File: src/hw/rtl/kvc_pkg.sv
// kvc_pkg: sizes, operation codes and shared structs for the key/data cache.
// Used by the channel interfaces, the entry store, the compare unit and the top level.
package kvc_pkg;

   localparam int ENTRIES     = 8;
   localparam int KEY_BITS    = 32;
   localparam int KEY_W       = 32;
   localparam int TAG_BITS    = (KEY_BITS < KEY_W) ? KEY_BITS : KEY_W;
   localparam int IDX_W       = (ENTRIES > 1) ? $clog2(ENTRIES) : 1;
   localparam int CNT_W       = $clog2(ENTRIES + 1);
   localparam int STAMP_W     = 32;
   localparam int DATA_W      = 64;
   localparam int CAP_W       = 4;
   localparam int CMP_W       = (CNT_W > CAP_W) ? CNT_W : CAP_W;
   localparam int CAP_RESET   = 3;
   localparam int STAMP_RESET = 1;

   typedef logic [1:0] mode_type;
   localparam mode_type MODE_ADD   = 2'd0;
   localparam mode_type MODE_GET   = 2'd1;
   localparam mode_type MODE_ERASE = 2'd2;
   localparam mode_type MODE_CLEAR = 2'd3;

   // write/kill request into the entry store
   typedef struct packed {
      logic                wen;
      logic [IDX_W-1:0]    widx;
      logic [TAG_BITS-1:0] key;
      logic [DATA_W-1:0]   data;
      logic [STAMP_W-1:0]  stamp;
      logic                ken;
      logic [IDX_W-1:0]    kidx;
   } wr_type;

   // one entry as read from the store
   typedef struct packed {
      logic                valid;
      logic [TAG_BITS-1:0] key;
      logic [DATA_W-1:0]   data;
      logic [STAMP_W-1:0]  stamp;
   } ent_type;

   // compare unit verdict
   typedef struct packed {
      logic hit;
      logic better;
   } cmp_type;

endpackage

File: src/hw/rtl/kvc_if.sv
// kvc_if: valid/ready channel interfaces for request, response and capacity write.
// Depends on kvc_pkg for field widths.
interface kvc_req_if import kvc_pkg::*; ();
   logic              valid;
   logic              ready;
   mode_type          mode;
   logic [KEY_W-1:0]  key;
   logic [DATA_W-1:0] value;
   modport source (output valid, mode, key, value, input ready);
   modport sink   (input valid, mode, key, value, output ready);
endinterface

interface kvc_rsp_if import kvc_pkg::*; ();
   logic              valid;
   logic              ready;
   logic              found;
   logic [DATA_W-1:0] data;
   logic              released;
   logic              last;
   modport source (output valid, found, data, released, last, input ready);
   modport sink   (input valid, found, data, released, last, output ready);
endinterface

interface kvc_csr_if import kvc_pkg::*; ();
   logic             valid;
   logic             ready;
   logic [CAP_W-1:0] capacity;
   modport source (output valid, capacity, input ready);
   modport sink   (input valid, capacity, output ready);
endinterface

File: src/hw/rtl/kvc_store.sv
// kvc_store: entry array (key, data, stamp) with per-entry valid bits.
// One write/kill port, one read port. Depends on kvc_pkg.
module kvc_store import kvc_pkg::*; (
   input  logic             clock,
   input  logic             reset,
   input  wr_type           wr,
   input  logic [IDX_W-1:0] rd_idx,
   output ent_type          rd
);

   logic [TAG_BITS-1:0] key_ff   [ENTRIES];
   logic [DATA_W-1:0]   data_ff  [ENTRIES];
   logic [STAMP_W-1:0]  stamp_ff [ENTRIES];
   logic [ENTRIES-1:0]  valid_ff;
   logic [ENTRIES-1:0]  valid_in;

   always_comb begin
      valid_in = valid_ff;
      if (wr.ken) begin
         valid_in[wr.kidx] = 1'b0;
      end
      // a write to the killed slot wins
      if (wr.wen) begin
         valid_in[wr.widx] = 1'b1;
      end
   end

   always_ff @(posedge clock) begin
      if (reset) begin
         valid_ff <= '0;
      end else begin
         valid_ff <= valid_in;
      end
   end

   always_ff @(posedge clock) begin
      if (wr.wen) begin
         key_ff[wr.widx]   <= wr.key;
         data_ff[wr.widx]  <= wr.data;
         stamp_ff[wr.widx] <= wr.stamp;
      end
   end

   assign rd.valid = valid_ff[rd_idx];
   assign rd.key   = key_ff[rd_idx];
   assign rd.data  = data_ff[rd_idx];
   assign rd.stamp = stamp_ff[rd_idx];

endmodule

File: src/hw/rtl/kvc_cmp.sv
// kvc_cmp: shared compare unit used once per scanned entry.
// Key match against the probe, and "better candidate" by age or by key. Depends on kvc_pkg.
module kvc_cmp import kvc_pkg::*; (
   input  logic [TAG_BITS-1:0] ent_key,
   input  logic [STAMP_W-1:0]  ent_stamp,
   input  logic [TAG_BITS-1:0] best_key,
   input  logic [STAMP_W-1:0]  best_stamp,
   input  logic [TAG_BITS-1:0] probe_key,
   input  logic                key_order,
   output cmp_type             res
);

   logic key_lt;
   logic older;

   assign key_lt = ent_key < best_key;
   // equal stamps only after wrap; smaller key counts as older
   assign older  = (ent_stamp < best_stamp) || ((ent_stamp == best_stamp) && key_lt);

   assign res.hit    = ent_key == probe_key;
   assign res.better = key_order ? key_lt : older;

endmodule

File: src/hw/rtl/fifo_replacement_kv_cache.sv
// fifo_replacement_kv_cache: fully associative key/data cache with oldest-first eviction.
// Uses kvc_pkg, kvc_if (channels), kvc_store and kvc_cmp.
//
//   channel   dir   payload                          role
//   req_ch    in    mode, key, value                 add / get / erase / clear
//   rsp_ch    out   found, data, released, last      lookup data or words to free
//   csr_ch    in    capacity                         eviction threshold
//
// A scan reads all ENTRIES slots, one per cycle through the compare unit, and the apply
// state then acts on its result before the block returns to idle for the next word.
// A clear repeats scan and apply per released word; an empty store releases none.
// Not ready for a new item until the current one is finished; a response stalls the
// apply cycle only while the output register still holds an untaken word.
// reset is synchronous, active high; it clears the valid bits and sets capacity (3) and the stamp (1).
module fifo_replacement_kv_cache import kvc_pkg::*; (
   input  logic     clock,
   input  logic     reset,
   kvc_req_if.sink  req_ch,
   kvc_rsp_if.source rsp_ch,
   kvc_csr_if.sink  csr_ch
);

   typedef enum logic [2:0] {
      ST_IDLE  = 3'b001,
      ST_SCAN  = 3'b010,
      ST_APPLY = 3'b100
   } state_type;

   localparam logic [IDX_W-1:0] LAST_IDX = IDX_W'(ENTRIES - 1);

   state_type state_ff, state_in;

   mode_type            mode_ff, mode_in;
   logic [TAG_BITS-1:0] key_ff, key_in;
   logic [DATA_W-1:0]   value_ff, value_in;
   logic [CAP_W-1:0]    cap_ff, cap_in;
   logic [STAMP_W-1:0]  stamp_ff, stamp_in;

   logic [IDX_W-1:0]    idx_ff, idx_in;
   logic [CNT_W-1:0]    cnt_ff, cnt_in;
   logic                best_vld_ff, best_vld_in;
   logic [IDX_W-1:0]    best_ff, best_in;
   logic [TAG_BITS-1:0] best_key_ff, best_key_in;
   logic [STAMP_W-1:0]  best_stamp_ff, best_stamp_in;
   logic                match_vld_ff, match_vld_in;
   logic [IDX_W-1:0]    match_ff, match_in;
   logic                free_vld_ff, free_vld_in;
   logic [IDX_W-1:0]    free_ff, free_in;

   logic                rsp_valid_ff, rsp_valid_in;
   logic                found_ff, found_in;
   logic [DATA_W-1:0]   data_ff, data_in;
   logic                released_ff, released_in;
   logic                last_ff, last_in;

   wr_type              wr;
   ent_type             ent;
   cmp_type             cmp;
   logic [IDX_W-1:0]    rd_idx;
   logic [IDX_W-1:0]    add_slot;
   logic [CMP_W-1:0]    cap_ext;
   logic [CMP_W-1:0]    cap_eff;
   logic                evict;
   logic                out_free;
   logic                load;
   logic                scan_start;

   kvc_store u_store (
      .clock  (clock),
      .reset  (reset),
      .wr     (wr),
      .rd_idx (rd_idx),
      .rd     (ent)
   );

   kvc_cmp u_cmp (
      .ent_key    (ent.key),
      .ent_stamp  (ent.stamp),
      .best_key   (best_key_ff),
      .best_stamp (best_stamp_ff),
      .probe_key  (key_ff),
      .key_order  (mode_ff == MODE_CLEAR),
      .res        (cmp)
   );

   assign req_ch.ready = state_ff == ST_IDLE;
   assign csr_ch.ready = 1'b1;

   assign rsp_ch.valid    = rsp_valid_ff;
   assign rsp_ch.found    = found_ff;
   assign rsp_ch.data     = data_ff;
   assign rsp_ch.released = released_ff;
   assign rsp_ch.last     = last_ff;

   assign out_free = !rsp_valid_ff || rsp_ch.ready;

   // effective capacity is limited to the store size
   assign cap_ext = CMP_W'(cap_ff);
   assign cap_eff = (cap_ext > CMP_W'(ENTRIES)) ? CMP_W'(ENTRIES) : cap_ext;
   assign evict   = (CMP_W'(cnt_ff) >= cap_eff) && (cnt_ff != '0);

   // add target: existing key unless it was just evicted, else the lowest free slot, or on eviction the victim if lower
   always_comb begin
      if (match_vld_ff && !(evict && match_ff == best_ff)) begin
         add_slot = match_ff;
      end else if (evict) begin
         add_slot = (free_vld_ff && free_ff < best_ff) ? free_ff : best_ff;
      end else if (free_vld_ff) begin
         add_slot = free_ff;
      end else begin
         add_slot = '0;
      end
   end

   always_comb begin
      if (state_ff == ST_SCAN) begin
         rd_idx = idx_ff;
      end else if (mode_ff == MODE_GET || mode_ff == MODE_ERASE) begin
         rd_idx = match_ff;
      end else begin
         rd_idx = best_ff;
      end
   end

   always_comb begin
      state_in      = state_ff;
      mode_in       = mode_ff;
      key_in        = key_ff;
      value_in      = value_ff;
      stamp_in      = stamp_ff;
      idx_in        = idx_ff;
      cnt_in        = cnt_ff;
      best_vld_in   = best_vld_ff;
      best_in       = best_ff;
      best_key_in   = best_key_ff;
      best_stamp_in = best_stamp_ff;
      match_vld_in  = match_vld_ff;
      match_in      = match_ff;
      free_vld_in   = free_vld_ff;
      free_in       = free_ff;
      found_in      = found_ff;
      data_in       = data_ff;
      released_in   = released_ff;
      last_in       = last_ff;
      load          = 1'b0;
      scan_start    = 1'b0;
      wr            = '0;
      wr.key        = key_ff;
      wr.data       = value_ff;
      wr.stamp      = stamp_ff;
      wr.widx       = add_slot;

      unique case (state_ff)
         ST_IDLE: begin
            if (req_ch.valid) begin
               mode_in    = req_ch.mode;
               key_in     = req_ch.key[TAG_BITS-1:0];
               value_in   = req_ch.value;
               scan_start = 1'b1;
               state_in   = ST_SCAN;
            end
         end
         ST_SCAN: begin
            if (ent.valid) begin
               cnt_in = cnt_ff + CNT_W'(1);
               if (!best_vld_ff || cmp.better) begin
                  best_vld_in   = 1'b1;
                  best_in       = idx_ff;
                  best_key_in   = ent.key;
                  best_stamp_in = ent.stamp;
               end
               if (cmp.hit && !match_vld_ff) begin
                  match_vld_in = 1'b1;
                  match_in     = idx_ff;
               end
            end else if (!free_vld_ff) begin
               free_vld_in = 1'b1;
               free_in     = idx_ff;
            end
            idx_in = idx_ff + IDX_W'(1);
            if (idx_ff == LAST_IDX) begin
               state_in = ST_APPLY;
            end
         end
         ST_APPLY: begin
            unique case (mode_ff)
               MODE_ADD: begin
                  if (!evict || out_free) begin
                     wr.wen   = 1'b1;
                     wr.ken   = evict;
                     wr.kidx  = best_ff;
                     stamp_in = stamp_ff + STAMP_W'(1);
                     load     = evict;
                     // without an eviction a waiting word stays as it is
                     if (evict) begin
                        found_in    = 1'b0;
                        data_in     = ent.data;
                        released_in = 1'b1;
                        last_in     = 1'b1;
                     end
                     state_in = ST_IDLE;
                  end
               end
               MODE_GET, MODE_ERASE: begin
                  if (out_free) begin
                     load        = 1'b1;
                     found_in    = match_vld_ff;
                     data_in     = match_vld_ff ? ent.data : '0;
                     released_in = match_vld_ff && (mode_ff == MODE_ERASE);
                     last_in     = 1'b1;
                     wr.ken      = match_vld_ff && (mode_ff == MODE_ERASE);
                     wr.kidx     = match_ff;
                     state_in    = ST_IDLE;
                  end
               end
               MODE_CLEAR: begin
                  if (cnt_ff == '0) begin
                     state_in = ST_IDLE;
                  end else if (out_free) begin
                     load        = 1'b1;
                     found_in    = 1'b0;
                     data_in     = ent.data;
                     released_in = 1'b1;
                     last_in     = cnt_ff == CNT_W'(1);
                     wr.ken      = 1'b1;
                     wr.kidx     = best_ff;
                     if (cnt_ff == CNT_W'(1)) begin
                        state_in = ST_IDLE;
                     end else begin
                        scan_start = 1'b1;
                        state_in   = ST_SCAN;
                     end
                  end
               end
               default: begin
                  state_in = ST_IDLE;
               end
            endcase
         end
         default: begin
            state_in = ST_IDLE;
         end
      endcase

      if (scan_start) begin
         idx_in       = '0;
         cnt_in       = '0;
         best_vld_in  = 1'b0;
         match_vld_in = 1'b0;
         free_vld_in  = 1'b0;
      end
   end

   always_comb begin
      if (load) begin
         rsp_valid_in = 1'b1;
      end else if (rsp_ch.ready) begin
         rsp_valid_in = 1'b0;
      end else begin
         rsp_valid_in = rsp_valid_ff;
      end
      cap_in = csr_ch.valid ? csr_ch.capacity : cap_ff;
   end

   always_ff @(posedge clock) begin
      if (reset) begin
         state_ff     <= ST_IDLE;
         cap_ff       <= CAP_W'(CAP_RESET);
         stamp_ff     <= STAMP_W'(STAMP_RESET);
         rsp_valid_ff <= 1'b0;
         idx_ff       <= '0;
         cnt_ff       <= '0;
         best_vld_ff  <= 1'b0;
         match_vld_ff <= 1'b0;
         free_vld_ff  <= 1'b0;
      end else begin
         state_ff     <= state_in;
         cap_ff       <= cap_in;
         stamp_ff     <= stamp_in;
         rsp_valid_ff <= rsp_valid_in;
         idx_ff       <= idx_in;
         cnt_ff       <= cnt_in;
         best_vld_ff  <= best_vld_in;
         match_vld_ff <= match_vld_in;
         free_vld_ff  <= free_vld_in;
      end
   end

   always_ff @(posedge clock) begin
      mode_ff       <= mode_in;
      key_ff        <= key_in;
      value_ff      <= value_in;
      best_ff       <= best_in;
      best_key_ff   <= best_key_in;
      best_stamp_ff <= best_stamp_in;
      match_ff      <= match_in;
      free_ff       <= free_in;
      found_ff      <= found_in;
      data_ff       <= data_in;
      released_ff   <= released_in;
      last_ff       <= last_in;
   end

`ifndef SYNTH
   a_accept_scan: assert property (@(posedge clock) disable iff (reset)
      (req_ch.valid && req_ch.ready) |=> state_ff == ST_SCAN)
      else $error("accepted word did not start a scan");

   a_cnt_bound: assert property (@(posedge clock) disable iff (reset)
      cnt_ff <= CNT_W'(ENTRIES))
      else $error("valid count above store size");

   a_evict_has_victim: assert property (@(posedge clock) disable iff (reset)
      (state_ff == ST_APPLY && mode_ff == MODE_ADD && evict) |-> best_vld_ff)
      else $error("eviction without a victim");

   a_multi_only_clear: assert property (@(posedge clock) disable iff (reset)
      (load && !last_in) |-> mode_ff == MODE_CLEAR)
      else $error("non-final response outside clear");
`endif

endmodule
File: src/flat_wrapper.sv
// flat-port wrapper written by rule: the top's interface ports become plain ports
module fifo_replacement_kv_cache_flat import kvc_pkg::*;
  (clock, reset, req_ch_valid, req_ch_mode, req_ch_key, req_ch_value, req_ch_ready, rsp_ch_valid, rsp_ch_found, rsp_ch_data, rsp_ch_released, rsp_ch_last, rsp_ch_ready, csr_ch_valid, csr_ch_capacity, csr_ch_ready);
  kvc_req_if req_ch_i ();
  kvc_rsp_if rsp_ch_i ();
  kvc_csr_if csr_ch_i ();
  input  logic clock;
  input  logic reset;
  input wire logic [$bits(req_ch_i.valid)-1:0] req_ch_valid;
  input wire logic [$bits(req_ch_i.mode)-1:0] req_ch_mode;
  input wire logic [$bits(req_ch_i.key)-1:0] req_ch_key;
  input wire logic [$bits(req_ch_i.value)-1:0] req_ch_value;
  output wire logic [$bits(req_ch_i.ready)-1:0] req_ch_ready;
  output wire logic [$bits(rsp_ch_i.valid)-1:0] rsp_ch_valid;
  output wire logic [$bits(rsp_ch_i.found)-1:0] rsp_ch_found;
  output wire logic [$bits(rsp_ch_i.data)-1:0] rsp_ch_data;
  output wire logic [$bits(rsp_ch_i.released)-1:0] rsp_ch_released;
  output wire logic [$bits(rsp_ch_i.last)-1:0] rsp_ch_last;
  input wire logic [$bits(rsp_ch_i.ready)-1:0] rsp_ch_ready;
  input wire logic [$bits(csr_ch_i.valid)-1:0] csr_ch_valid;
  input wire logic [$bits(csr_ch_i.capacity)-1:0] csr_ch_capacity;
  output wire logic [$bits(csr_ch_i.ready)-1:0] csr_ch_ready;
  assign req_ch_i.valid = req_ch_valid;
  assign req_ch_i.mode = req_ch_mode;
  assign req_ch_i.key = req_ch_key;
  assign req_ch_i.value = req_ch_value;
  assign req_ch_ready = req_ch_i.ready;
  assign rsp_ch_valid = rsp_ch_i.valid;
  assign rsp_ch_found = rsp_ch_i.found;
  assign rsp_ch_data = rsp_ch_i.data;
  assign rsp_ch_released = rsp_ch_i.released;
  assign rsp_ch_last = rsp_ch_i.last;
  assign rsp_ch_i.ready = rsp_ch_ready;
  assign csr_ch_i.valid = csr_ch_valid;
  assign csr_ch_i.capacity = csr_ch_capacity;
  assign csr_ch_ready = csr_ch_i.ready;
  fifo_replacement_kv_cache u_core (.clock(clock), .reset(reset), .req_ch(req_ch_i), .rsp_ch(rsp_ch_i), .csr_ch(csr_ch_i));
endmodule
File: config.mk
export PLATFORM = sky130hd
export DESIGN_NAME = fifo_replacement_kv_cache_flat
export DESIGN_NICKNAME = d
export VERILOG_FILES = /design/src/hw/rtl/kvc_pkg.sv /design/src/hw/rtl/kvc_if.sv /design/src/hw/rtl/kvc_store.sv /design/src/hw/rtl/kvc_cmp.sv /design/src/hw/rtl/fifo_replacement_kv_cache.sv /design/src/flat_wrapper.sv
export SDC_FILE = /design/constraint.sdc
export NUM_CORES = 2
export LEC_CHECK = 0
export BUFFER_PORTS_ARGS = -buffer_cell sky130_fd_sc_hd__buf_2
export CAP_MARGIN = 40
export CORE_MARGIN = 5
export CORE_UTILIZATION = 55
export CTS_BUF_LIST = sky130_fd_sc_hd__clkbuf_2 sky130_fd_sc_hd__clkbuf_4 sky130_fd_sc_hd__clkbuf_8
export CTS_CLUSTER_DIAMETER = 120
export DETAILED_ROUTE_END_ITERATION = 7
export HOLD_SLACK_MARGIN = 0.12
export PLACE_DENSITY = 0.71
export RECOVER_POWER = 25
export SYNTH_ARGS = -nofsm -noshare
export SYNTH_HDL_FRONTEND = slang
export SYNTH_SLANG_ARGS = --single-unit
File: constraint.sdc
create_clock -name clock -period 29.8 [get_ports clock]
set_input_delay 2.98 -clock clock [delete_from_list [all_inputs] [get_ports clock]]
set_output_delay 2.98 -clock clock [all_outputs]
set_load 0.05 [all_outputs]
==> results.json <==
{
  "tightest_slew_ns": 1.238,
  "synth_area_um2": 52940,
  "layout_min_cycle_time_ns": 7.910,
  "yosysTopAreaCellShare_pct": 71.59,
  "drt-vias-per-instance": 5.703,
  "grt_overflow": 0,
  "grt_use_total_pct": 23.12,
  "yosysTopAreaCell": "edfxtp_1",
  "regToRegEndpoint": "u_core.best_key_ff[26]",
  "hold_buffers": 0,
  "status": "completed",
  "path_class": "flip-flop to flip-flop",
  "finalHoldViolations": 0,
  "cp.required_ns": 30.30,
  "hold_path_depth": 2,
  "p_per_area_nw_per_um2": 69.92,
  "dieArea_um2": 102600,
  "final_cell_mix": "1262 x edfxtp_1, 978 x nand2_1, 609 x nand3_1",
  "p_sw_mw": 1.113,
  "netlist-cell-type-count": 65,
  "wl_um": 120300,
  "yosys-top-cells-area": "edfxtp_1 72%, nand2_1 6.9%, nand3_1 5.8%",
  "p_clk_share_pct": 36.1,
  "fin_nets": 4410,
  "die_x_um": 320.2,
  "syn-num-nets": 4178,
  "period_share_pct": 26.54,
  "via_count": 32330,
  "timing.rr.start": "u_core.state_ff[1]",
  "die_y_um": 320.2,
  "cap_viol_max_count": 0,
  "areaGrowthSynthToFinish_pct": 12.76,
  "path_max_fanout": 118,
  "clockRootBuffer": "clkbuf_8",
  "holdCritPathClass": "flip-flop to flip-flop",
  "arrival_ns": 8.41,
  "cts_buffers": 204,
  "dr.pass1.iters": 5,
  "mostFrequentLayoutCell": "edfxtp_1",
  "finalSetupViolations": 0,
  "dpl.hpwl_um": 64580,
  "fmax_mhz": 126.4,
  "clkTransAtPathRegs_ns": 0.06,
  "io_pins": 177,
  "swShare_pct": 26.66,
  "grt_pass1_wl_um": 185300,
  "slew_viol_final": 0,
  "r2r_cells": 20,
  "intPower_mw": 3.061,
  "synth_cells": 3992,
  "core_um2": 95290,
  "gp_congestion": 0.8044,
  "setup.worst_path.end_class": "flip-flop",
  "port_buffers": 175,
  "ff2ff_setup_slack_ns": 21.89,
  "drt-initial-drc-count": 3432,
  "worstHoldStart": "u_core.cap_ext[2]",
  "instances_no_fill": 5668,
  "synthFlopType": "edfxtp_1",
  "combPwrFrac_pct": 12.9,
  "dp_worst_setup_slack_ns": 21.86,
  "antenna_found_initial": 2,
  "ctsHtreeMaxLevel": 4,
  "relSlewSlack_pct": 17.49,
  "cts_max_path_buffers": 3,
  "drc_errors": 0,
  "final_layout_size_suffix_gt1_share_pct": 13.59,
  "grt_max_degree": 220,
  "cts_tree": "done",
  "fp-row-count": 113,
  "clk_latency_ns": 0.89,
  "synth-edff-count": 1262,
  "yosys_warnings": 0,
  "post_cts.repair.setup_buffers": 0,
  "grt_pass1_vias": 32050,
  "worstHoldEndpoint": "u_core.cap_ext[2]",
  "wl_per_cell_um": 21.22,
  "yosysSeqAreaShare_pct": 73.78,
  "cellLeakagePower_nw": 21.58,
  "peakVddDrop_uv": 52.74,
  "dp.cells": 5283,
  "cts_resized": 0,
  "start_kind": "flip-flop",
  "fin_skew_ns": 0.04811,
  "syn_avg_cell_area_um2": 13.26,
  "ant_nets": 0,
  "synthArstFlopShare_pct": 0,
  "pwr-share-seq_pct": 50.9,
  "setup_slack_ns": 21.89,
  "ys_ff_latch": 1320,
  "cts.sinks": 1320,
  "rsz0062_at_grt": "no",
  "setup-tns-final_ns": 0,
  "initial_core_util_pct": 55.55
}
synthesized netlist by cell type, types with 4 or more instances:
| cell | instances |
|---|---|
| dfxtp_1 | 58 |
| or3_1 | 11 |
| buf_1 | 30 |
| a21o_1 | 23 |
| and2_1 | 7 |
| a21oi_1 | 144 |
| nor2b_1 | 13 |
| nor4_1 | 8 |
| o21ai_0 | 49 |
| a32oi_1 | 4 |
| nor2_1 | 78 |
| xor2_1 | 48 |
| nor3_1 | 13 |
| and3_1 | 15 |
| nand4_1 | 21 |
| nand2_1 | 978 |
| a31oi_1 | 13 |
| o22ai_1 | 8 |
| mux2i_1 | 105 |
| edfxtp_1 | 1262 |
| nand2b_1 | 10 |
| clkbuf_1 | 152 |
| mux2_2 | 11 |
| xnor2_1 | 58 |
| o211ai_1 | 4 |
| buf_2 | 16 |
| ha_1 | 79 |
| inv_1 | 77 |
| buf_6 | 9 |
| a22o_1 | 8 |
| nand3_1 | 609 |
| a22oi_1 | 20 |
metal layers:
layer / routed length (um) / track usage (%) / up-vias / share of wire (%)
li1: - / - / 14970 / -
met1: 50280 / 32.55 / 15810 / 42
met2: 57800 / 37.13 / 1304 / 48
met3: 8860 / 3.922 / 237 / 7.4
met4: 3317 / 8.112 / 0 / 2.8
met5: 0 / 0 / - / 0
kinds of logic (layout without fill, tap and decap cells):
group                    Yosys count  after routing  share of synthesized area (%)
flip-flops                      1320           1320                          73.78
multiplexers                     121            121                          2.385
adder cells (fa/ha/maj)           79             79                          1.867
AND/OR/NAND/NOR                 1781           1781                          14.66
AO/OA/AOI/OAI                    297            297                          3.323
buffers and inverters            287            696                          2.222
XOR/XNOR                         106            106                          1.754
other                              1              3                       0.007084
through the flow:
step           hold WS (ns)  cell area (um^2)  util, %  power (mW)
3_3_place_gp         0.4758             55030    57.74       2.678
6_report             0.4946             59690    62.64       4.174
4_1_cts              0.4933             59690    62.63       4.203
5_1_grt              0.5219             59690    62.64       4.354
2_1_floorplan        0.4408             52940        -       2.522
3_5_place_dp         0.4843             55550    58.29       2.701
power by group through the flow:
stage               combinational [mW]  sequential, mW  clock [mW]
floorplan                        0.373            2.15           0
global placement                 0.516            2.16           0
detailed placement               0.537            2.16           0
finish                           0.540            2.13        1.51
CTS                              0.540            2.13        1.54
global route                     0.595            2.13        1.63
worst max-delay path, stage by stage (launching register included):
cell,delay (ns)
dfxtp_1,0.41
or3b_1,0.75
mux2_8,0.90
buf_4,0.55
buf_4,0.60
buf_4,0.48
buf_16,0.29
nand2_1,0.09
nand3_1,0.10
nand3_1,0.09
nand2_1,0.18
ha_1,0.26
nor2b_1,0.14
o21ai_0,0.15
nand2b_1,0.07
a211oi_1,0.27
o21ai_0,0.21
a21oi_1,0.18
o31ai_1,0.21
a311oi_4,0.81
buf_4,0.67
how the worst max path moves through the flow:
stage / cells after the start / startpoint / endpoint / slack, ns
after detailed placement: 18 / u_core.state_ff[1] / u_core.best_stamp_ff[12] / 21.86
after CTS: 20 / u_core.state_ff[1] / u_core.best_key_ff[26] / 21.87
after global placement: 17 / u_core.state_ff[1] / u_core.best_stamp_ff[13] / 20.96
after floorplan: 25 / u_core.mode_ff[1] / u_core.best_ff[0] / 19.35
after global routing: 20 / u_core.state_ff[1] / u_core.best_key_ff[26] / 21.32
final: 20 / u_core.state_ff[1] / u_core.best_key_ff[26] / 21.89
sequential cells by signal, summed over array words and instances (netlist names), 2 cells and up:
register and cells:
u_core.best_ff 3, u_core.best_key_ff 32, u_core.best_stamp_ff 32, u_core.cap_ext 4, u_core.cnt_ff 4, u_core.free_ff 3, u_core.idx_ff 3, u_core.key_ff 32
u_core.match_ff 3, u_core.mode_ff 2, u_core.rsp_ch.data 64, u_core.stamp_ff 32, u_core.state_ff 3, u_core.u_store.data_ff 512, u_core.u_store.key_ff 256, u_core.u_store.stamp_ff 256
u_core.u_store.valid_ff 8, u_core.value_ff 64
layout make-up:
type,count,area [um^2]
antenna,2,5.005
clock buffer,271,3348
clock inverter,112,788.3
fill,7074,35600
inverter,77,289.0
multi-input combinational,2385,12860
sequential,1320,39060
tap,1265,1583
timing repair buffer,236,1763
Note: power is estimated with default switching activity, not from simulation.
